**src/hw/rtl/hcd_pkg.sv**
```systemverilog
`timescale 1ns / 1ps

package hcd_pkg;

  // fixed field widths
  localparam int IDX_W  = 8;
  localparam int SYM_W  = 8;
  localparam int KEY_W  = 32;
  localparam int CNT_W  = 6;
  localparam int MODE_W = 2;
  localparam int STAT_W = 2;

  // defaults for the top level parameters
  localparam int DEF_ENTRIES      = 256;
  localparam int DEF_MAX_CODE_LEN = 32;

  // codebook slots per first-level priority group
  localparam int GROUP_SIZE = 16;

  typedef enum logic [MODE_W-1:0] {
    MODE_LOAD   = 2'd0,
    MODE_DECODE = 2'd1,
    MODE_END    = 2'd2
  } mode_e;

  typedef enum logic [STAT_W-1:0] {
    ST_OK       = 2'd0,
    ST_DISCARD  = 2'd1,
    ST_OVERFLOW = 2'd2
  } status_e;

  // one input transaction as held in the input register
  typedef struct packed {
    logic [MODE_W-1:0] mode;
    logic [IDX_W-1:0]  idx;
    logic [SYM_W-1:0]  sym;
    logic [KEY_W-1:0]  code;
    logic [CNT_W-1:0]  len;
    logic              bit_in;
  } item_t;

  // per-transaction result fields that do not depend on the symbol select
  typedef struct packed {
    logic              sym_valid;
    status_e           status;
    logic [CNT_W-1:0]  pending;
  } res_t;

  // mask of the low n bits, n up to KEY_W
  function automatic logic [KEY_W-1:0] len_mask(logic [CNT_W-1:0] n);
    logic [KEY_W:0] m;
    m = (KEY_W + 1)'(1) << n;
    m = m - (KEY_W + 1)'(1);
    return m[KEY_W-1:0];
  endfunction

endpackage

```
**src/hw/rtl/hcd_select.sv**
```systemverilog
`timescale 1ns / 1ps

module hcd_select import hcd_pkg::*; #(
  parameter int ENTRIES    = DEF_ENTRIES,
  localparam int NumGroups = (ENTRIES + GROUP_SIZE - 1) / GROUP_SIZE
) (
  input  logic                             clk_i,
  input  logic                             rst_ni,
  input  logic                             in_valid_i,
  output logic                             in_ready_o,
  input  res_t                             in_res_i,
  input  logic [NumGroups-1:0]             in_grp_hit_i,
  input  logic [NumGroups-1:0][SYM_W-1:0]  in_grp_sym_i,
  output logic                             out_valid_o,
  input  logic                             out_ready_i,
  output res_t                             out_res_o,
  output logic [SYM_W-1:0]                 out_symbol_o
);

  logic             valid_q;
  res_t             res_q;
  logic [SYM_W-1:0] sym_d, sym_q;

  assign in_ready_o = !valid_q || out_ready_i;

  // lowest matching group wins
  always_comb begin
    sym_d = '0;
    for (int g = NumGroups - 1; g >= 0; g--) begin
      if (in_grp_hit_i[g]) begin
        sym_d = in_grp_sym_i[g];
      end
    end
  end

  always_ff @(posedge clk_i or negedge rst_ni) begin
    if (!rst_ni) begin
      valid_q <= 1'b0;
    end else if (in_ready_o) begin
      valid_q <= in_valid_i;
    end
  end

  // result register
  always_ff @(posedge clk_i) begin
    if (in_valid_i && in_ready_o) begin
      res_q <= in_res_i;
      sym_q <= sym_d;
    end
  end

  assign out_valid_o  = valid_q;
  assign out_res_o    = res_q;
  assign out_symbol_o = sym_q;

  // a completed code word leaves an empty key and no error
  a_hit_clean: assert property (@(posedge clk_i) disable iff (!rst_ni)
    (valid_q && res_q.sym_valid) |-> (res_q.status == ST_OK && res_q.pending == '0))
    else $error("symbol with error status or pending bits");

  // no symbol value without a match
  a_sym_zero: assert property (@(posedge clk_i) disable iff (!rst_ni)
    (valid_q && !res_q.sym_valid) |-> (sym_q == '0))
    else $error("symbol set without a match");

endmodule

```
**config.mk**
```make
export PLATFORM = sky130hd
export DESIGN_NAME = hcd_select
export DESIGN_NICKNAME = d
export VERILOG_FILES = /design/src/hw/rtl/hcd_pkg.sv /design/src/hw/rtl/hcd_select.sv
export SDC_FILE = /design/constraint.sdc
export NUM_CORES = 1
export LEC_CHECK = 0
export BUFFER_PORTS_ARGS = -buffer_cell sky130_fd_sc_hd__buf_4
export CORE_MARGIN = 8
export CORE_UTILIZATION = 38
export CTS_CLUSTER_SIZE = 40
export DETAILED_ROUTE_END_ITERATION = 7
export PLACE_DENSITY = 0.86
export SYNTH_ARGS = -nofsm -noshare
export SYNTH_HDL_FRONTEND = slang
export SYNTH_SLANG_ARGS = --single-unit
```
**constraint.sdc**
```tcl
create_clock -name clk_i -period 2.15 [get_ports clk_i]
set_input_delay 0.5375 -clock clk_i [delete_from_list [all_inputs] [get_ports clk_i]]
set_output_delay 0.5375 -clock clk_i [all_outputs]
set_load 0.03 [all_outputs]
```
# Word-level counts from Yosys, hierarchy flattened
# Cells that the tools add are included.
[op_classes]
n_mux = 16
reduce_logical = 3
[ops]
columns = ["cell", "count"]
rows = [
  ["$mux W8", 16],
  ["$logic_and A1 B1 Y1", 1],
  ["$logic_not A1 Y1", 1],
  ["$logic_or A1 B1 Y1", 1],
]
[word_totals]
register_bits = 18
in_bits = 157
wordCells = 24

# Longest topological paths before layout
# Gate-level depths: netlist of the first run.
[depth]
depth_word = 16
mapped_depth = 6

# Worst setup path before layout of the first run
# OpenSTA, ideal clock, no wires.
[synth_timing]
path_type = "input port to flip-flop"
start = "input in_grp_hit_i[13]"
end = "register sym_q[6] (netlist: out_symbol_o[6]) (data pin)"
required_time_ns = 1.890
cell_stages = 6
setup_time_ns = 0.260
setup_slack_ns = 0.383
path_buffers = 1
arrival_time_ns = 1.507
path_cell_list = "or2_1 -> buf_2 -> a221oi_2 -> o311ai_1 -> a311oi_1 -> o21ai_1"
[synth_between]
elab_chain_cells = 14
[synth_rtl]
columns = ["item", "line", "text"]
rows = [
  ["start: declaration", "hcd_select.sv:12", "input logic [NumGroups-1:0] in_grp_hit_i,"],
  ["$mux W8 (14 in a row)", "hcd_select.sv:30", "if (in_grp_hit_i[g]) begin"],
  ["net sym_d[6]", "hcd_select.sv:22", "logic [SYM_W-1:0] sym_d, sym_q;"],
  ["end signal: assignment", "hcd_select.sv:48", "sym_q <= sym_d;"],
  ["end: declaration", "hcd_select.sv:22", ""],
]
# The timed path passes the listed nets, and every way through them passes these cells.
# A chain may end at the register's enable or synchronous reset.

# Final worst setup path of the first run
[layout_timing]
start = "input in_grp_hit_i[10]"
end = "register sym_q[6] (netlist: out_symbol_o[6]) (data pin)"
[layout_between]
elab_chain_cells = 11
[layout_rtl]
columns = ["item", "line"]
rows = [
  ["$mux W8 (11 in a row)", "hcd_select.sv:30"],
  ["net sym_d[6]", "hcd_select.sv:22"],
]
# The timed path passes the listed nets, and every way through them passes these cells.

==> flow_summary.ini, run 1 <==
[finish]
multi_input_area_mm2 = 0.001049
nNetsFinal = 528
num_antenna_cells = 0
finalNonFillerCells = 422
area_delta_synth_final_pct = 82.36
seq_area_um2 = 535.5
fillCellCount = 352
drive_above_1_share = 0.5162

[floorplan]
placementRows = 24
coreArea_mm2 = 0.004294
start_util = 0.3899
dieWidth_um = 82.38
die_area_mm2 = 0.006786
io_pins = 176
die_y_um = 82.38

[yosys]
synth_fa_ha_area_frac = 0
synth_compound_area_frac = 0.4215
syn_area_mm2 = 0.001674
synth_top_family_by_area = compound AO/OA/AOI/OAI gates
synth_nets = 360
synth-simple-area-share = 0.2048
synth_xor_area_frac = 0
avgSynthCellArea_um2 = 8.247
synth_mux_area_frac = 0
netlist_instances = 203
ys_seq_elements = 18
ys_warn_count = 0
ys_seq_area_frac = 0.3199
yosysUniqueCellTypes = 42

[setup_path]
crit_type = input pin to flip-flop
required_ns = 2.15
crit_fanout = 8
worstPathArrival_ns = 1.80
critPathLaunchType = input pin
critPathCaptureType = flip-flop

[global_route]
grt_busiest_layer = met2
grt_pass1_vias = 2577
use_met1 = 0.2325
grt-ovfl-total = 0
antenna_found_initial = 0
grt_use_met3 = 0.08225
grt_max_degree = 20
grtUsageTotal = 0.2342
use_met2 = 0.4448
grt_pass1_wl_um = 12230

[place]
dp_cells = 418
dpl.hpwl_um = 7424
gp_congestion = 0.9538
port_buffers = 175
dpl_worst_slack_ns = 0.09486

[timing]
max_slew_margin = 0.6247
tightest_slew_ns = 0.5618
slew_violations = 0
post-route-min-period_ns = 1.802
hold_violations = 0
finalWorstSetupSlack_ns = 0.3482
rsz0062_at_grt = no
skew_ns = 0.002441
fin_crit_sh = 0.8381
setup_violations = 0
final.setup.tns_ns = 0
max_freq_mhz = 555.0

[routing]
first_iter_violations = 175
ant_nets = 0
routed_via_density = 5.746
routed_wl_um = 8545
via_count = 2425
dr.pass1.iters = 5
wl_per_cell_um = 20.25
drc = 0

[power_and_ir_drop]
ir_worst_vdd_mv = 0.2583
power.leakage_uw = 0.001374
pwr_density_cell_mw_per_mm2 = 385.0

[clocking]
cts_root_buffer = clkbuf_8
path_clk_slew_ns = 0.07
cts_tree = built
worstSkewPairLatency_ns = 0.25
htreeDepth = 1
post_cts_buffers = 0
cts_resized = 0
cts.path.max_buffers = 2
cts_buffers = 3
cts_hold_buf = 0
clock-sinks = 18

[status]
outcome = complete, no violations

[job]
drv_cap = 0

[min_path]
hp-class = input pin to asynchronous set/reset pin
## critical path: stages
cell and delay [ns]:
buf_4 0.12, or3b_1 0.52, nor2_1 0.13, o21ai_1 0.07, a311oi_1 0.32, o21ai_1 0.10
## registers in the layout, indices dropped and copies added (netlist names)
register,count
out_symbol_o,8
out_res_o,9
out_valid_o,1
## layout by cell type, fill, tap and decap left out, types with 2 or more instances in the layout
| cell type | n |
|---|---|
| nor2b_1 | 2 |
| and3b_1 | 2 |
| a221oi_1 | 6 |
| o21bai_1 | 4 |
| clkbuf_8 | 3 |
| o221ai_1 | 6 |
| o211ai_1 | 9 |
| buf_4 | 179 |
| a21oi_1 | 12 |
| o21ai_0 | 7 |
| o21ai_1 | 16 |
| inv_1 | 3 |
| o22ai_1 | 15 |
| edfxtp_1 | 17 |
| a22oi_1 | 20 |
| nand4_1 | 2 |
| nand3_1 | 9 |
| nor2_1 | 13 |
| nand2b_1 | 8 |
| o2111ai_1 | 3 |
| nand2_1 | 13 |
## final timing paths
kind,slack [ns],cells past startpoint,endpoint,from
worst max-delay path,0.35,6,out_symbol_o[6],in_grp_hit_i[10]
worst min-delay path,0.05,1,out_valid_o,rst_ni
worst max register to register,0.91,3,out_symbol_o[3],out_valid_o
worst min register to register,0.60,2,out_valid_o,out_valid_o
max in group asynchronous,2.02,1,out_valid_o,rst_ni
min in group clk_i,0.46,1,out_res_o[7],in_res_i[7]
## cell families (layout without fill, tap and decap cells)
family,Yosys count,count (layout)
flops,18,18
compound gates,103,103
simple gates,62,62
buf+inv,20,187
## synthesized netlist by cell type, drive strengths merged
cell type	n	area share
o21ai	23	0.069
a22oi	21	0.097
edfxtp	17	0.30
o22ai	15	0.056
nor2	14	0.033
nand2	13	0.029
a21oi	12	0.036
o211ai	10	0.048
clkbuf	9	0.020
nand3	9	0.027
nand2b	8	0.030
a221oi	7	0.040
buf	7	0.025
o221ai	6	0.031
inv	4	0.0090
nor2b	4	0.021
o21bai	4	0.018
o2111ai	3	0.016
and3b	2	0.010
nand4	2	0.0075
nor3	2	0.0090
a311oi	1	0.0052
and2	1	0.0037
dfrtp	1	0.015
nand3b	1	0.0045
nor3b	1	0.0045
nor4	1	0.0037
o311ai	1	0.0052
or2	1	0.0037
or3	1	0.0067
or3b	1	0.0052
or4b	1	0.0060
## power breakdown
part           internal [uW]  total, uW  switching, uW
Combinational            284        521            237
Sequential               412        419           6.64
Clock                    127        236            109
Total                    823       1180            352
## metrics by stage
stage / power [uW] / hold WS, ns / util / cell area [um2]
after floorplan: 639.1 / 0.2419 / - / 1674
after detailed placement: 943.6 / 0.3160 / 0.7005 / 3008
after global placement: 935.2 / 0.3127 / 0.7005 / 3008
final: 1175 / 0.04750 / 0.7110 / 3053
after CTS: 1175 / 0.05071 / 0.7110 / 3053
after global routing: 1227 / 0.04472 / 0.7110 / 3053
## metal layers
| layer | share of wire | wire, um |
|---|---|---|
| met1 | 0.33 | 2785 |
| met3 | 0.15 | 1244 |
| met4 | 0.023 | 193 |
| met2 | 0.51 | 4320 |
| met5 | 0 | 0 |
## cell type report
type,count,share of cell area
clock buffers,3,0.01352
clock inverters,1,0.001230
inverters,4,0.004918
multi-input cells,165,0.3434
flip-flops and latches,18,0.1754
well taps,52,0.02131
repair buffers,179,0.4402
Power figures use the tool's default switching activity.
==> run 2, diff against run 1 <==
--- a/config.mk
+++ b/config.mk
@@ -7,10 +7,10 @@
 export LEC_CHECK = 0
 export BUFFER_PORTS_ARGS = -buffer_cell sky130_fd_sc_hd__buf_4
 export CORE_MARGIN = 8
-export CORE_UTILIZATION = 38
+export CORE_UTILIZATION = 36
 export CTS_CLUSTER_SIZE = 40
 export DETAILED_ROUTE_END_ITERATION = 7
-export PLACE_DENSITY = 0.86
+export PLACE_DENSITY = 0.82
 export SYNTH_ARGS = -nofsm -noshare
 export SYNTH_HDL_FRONTEND = slang
 export SYNTH_SLANG_ARGS = --single-unit
==> constraint.sdc (replaced) <==
create_clock -name clk_i -period 1.73 [get_ports clk_i]
set_input_delay 0.4325 -clock clk_i [delete_from_list [all_inputs] [get_ports clk_i]]
set_output_delay 0.4325 -clock clk_i [all_outputs]
set_load 0.03 [all_outputs]
==> run 2 against run 1 <==
Against the previous run: sequential power rose by 24%; sequential share of layout area is 0.65 points lower; die area grew 4.5%; setup slack got worse by 0.26 ns; worst hold slack gained 0.31 ns; register-to-register slack got worse by 0.68 ns; critical endpoint unchanged; via count grew 2.6%; largest power group unchanged; cell count is 4.0% higher; combinational power is 29% higher; count of clock-buffer cells in the layout did not move; flip-flop and latch count did not move.
==> flow_summary.ini, run 2 (same netlist as run 1, synthesis figures left out) <==
[timing]
fin_crit_sh = 0.9478
tightest_slew_ns = 0.8039
rsz0062_at_grt = no
max_freq_mhz = 609.9
finalWorstSetupSlack_ns = 0.09030
setup_violations = 0
slew_violations = 0
post-route-min-period_ns = 1.640
skew_ns = 0.002224
max_slew_margin = 0.4641
hold_violations = 0

[place]
dpl_worst_slack_ns = -0.1626
gp_congestion = 0.8439
dp_cells = 434
dpl.hpwl_um = 7498
port_buffers = 175

[finish]
num_antenna_cells = 0
largest_reg_flops = 9
finalNonFillerCells = 439
nNetsFinal = 543
area_delta_synth_final_pct = 89.39
final_common_cell = buf_4
final_cell_mix = buf_4 (193), a22oi_1 (20), edfxtp_1 (17)
drive_above_1_share = 0.5325

[setup_path]
slowest_delay_ns = 0.32
worstReg2RegStart = out_valid_o
crit_fanout = 8
slowest_stage = or2_1
crit_start = in_grp_hit_i[13]
crit_chain = buf_4, or2_1, a221oi_2, o311ai_1, a311oi_1, o21ai_1
critPathLaunchType = input pin
critPathCaptureType = flip-flop
crit_type = input pin to flip-flop
required_ns = 1.73
worstPathArrival_ns = 1.64

[clocking]
post_cts_buffers = 0
cts.path.max_buffers = 2
htreeDepth = 1
cts_hold_buf = 1
path_clk_slew_ns = 0.07
worstSkewPairLatency_ns = 0.25
clock-sinks = 18
cts_root_buffer = clkbuf_8
cts_buffers = 3
cts_tree = built
cts_resized = 0

[floorplan]
die_area_mm2 = 0.007089
start_util = 0.3641
io_pins = 176
dieWidth_um = 84.20
coreArea_mm2 = 0.004598
placementRows = 25
die_y_um = 84.20

[global_route]
grt_pass1_wl_um = 13110
grt_pass1_vias = 2702
grt-ovfl-total = 0
grt_max_degree = 20
grtUsageTotal = 0.2273
antenna_found_initial = 0

[power_and_ir_drop]
ir_worst_vdd_mv = 0.3459
pwr_density_cell_mw_per_mm2 = 471.4
power.leakage_uw = 0.001445

[min_path]
hp-class = input pin to flip-flop
min_from = in_res_i[2]

[routing]
first_iter_violations = 196
via_count = 2487
drc = 0
wl_per_cell_um = 19.29
ant_nets = 0
routed_via_density = 5.665
routed_wl_um = 8467
dr.pass1.iters = 4

[status]
outcome = complete, no violations

[job]
drv_cap = 0
==> run 2: changes by cell type in the layout (fill, tap and decap cells not counted) <==
cell,delta
buf_4,+14
dlygate4sd3_1,+1
==> run 2: final cells by class <==
type / instances / area, um2
Timing Repair Buffer: 194 / 1459
Fill cell: 392 / 1428
Multi-Input combinational cell: 165 / 1049
Sequential cell: 18 / 535.5
Tap cell: 54 / 67.56
Clock buffer: 3 / 41.29
Inverter: 4 / 15.01
Clock inverter: 1 / 3.754
==> run 2: where the power goes <==
part           total, uW  internal (uW)  switching, uW
Sequential           521            513           8.26
Clock                301            158            143
Combinational        673            373            300
==> run 2: path summary, 6_finish.rpt <==
check | end | slack [ns] | cells past startpoint
max reg2reg | out_res_o[2] | 0.23 | 2
min | out_res_o[2] | 0.35 | 1
min in group asynchronous | out_valid_o | 0.49 | 2
min reg2reg | out_valid_o | 0.64 | 3
max | out_symbol_o[6] | 0.09 | 6
max in group asynchronous | out_valid_o | 1.15 | 2
==> run 2: stage by stage <==
stage | hold slack [ns] | cell area [um2] | power (uW) | util | TNS, ns
6_report | 0.3547 | 3171 | 1495 | 0.6895 | 0
5_1_grt | 0.3436 | 3171 | 1571 | 0.6895 | 0
4_1_cts | 0.3500 | 3171 | 1499 | 0.6895 | 0
3_5_place_dp | 0.2154 | 3115 | 1200 | 0.6776 | -0.5101
3_3_place_gp | 0.2134 | 3115 | 1188 | 0.6776 | -0.3344
2_1_floorplan | 0.1369 | 1674 | 794.3 | - | 0
==> run 2: worst max-delay path, delay by kind of cell <==
family	cells	cell delay (ns)
AOI/OAI and AO/OA	4	0.77
and+or+nand+nor	1	0.32
buffers and inverters	1	0.11
==> run 2: metal layers <==
layer	track usage	wire [um]	vias up
li1	-	-	1184
met1	0.2355	2986	1125
met2	0.4046	4283	160
met3	0.08616	949	18
met4	0.08163	248	0
met5	0	0	-
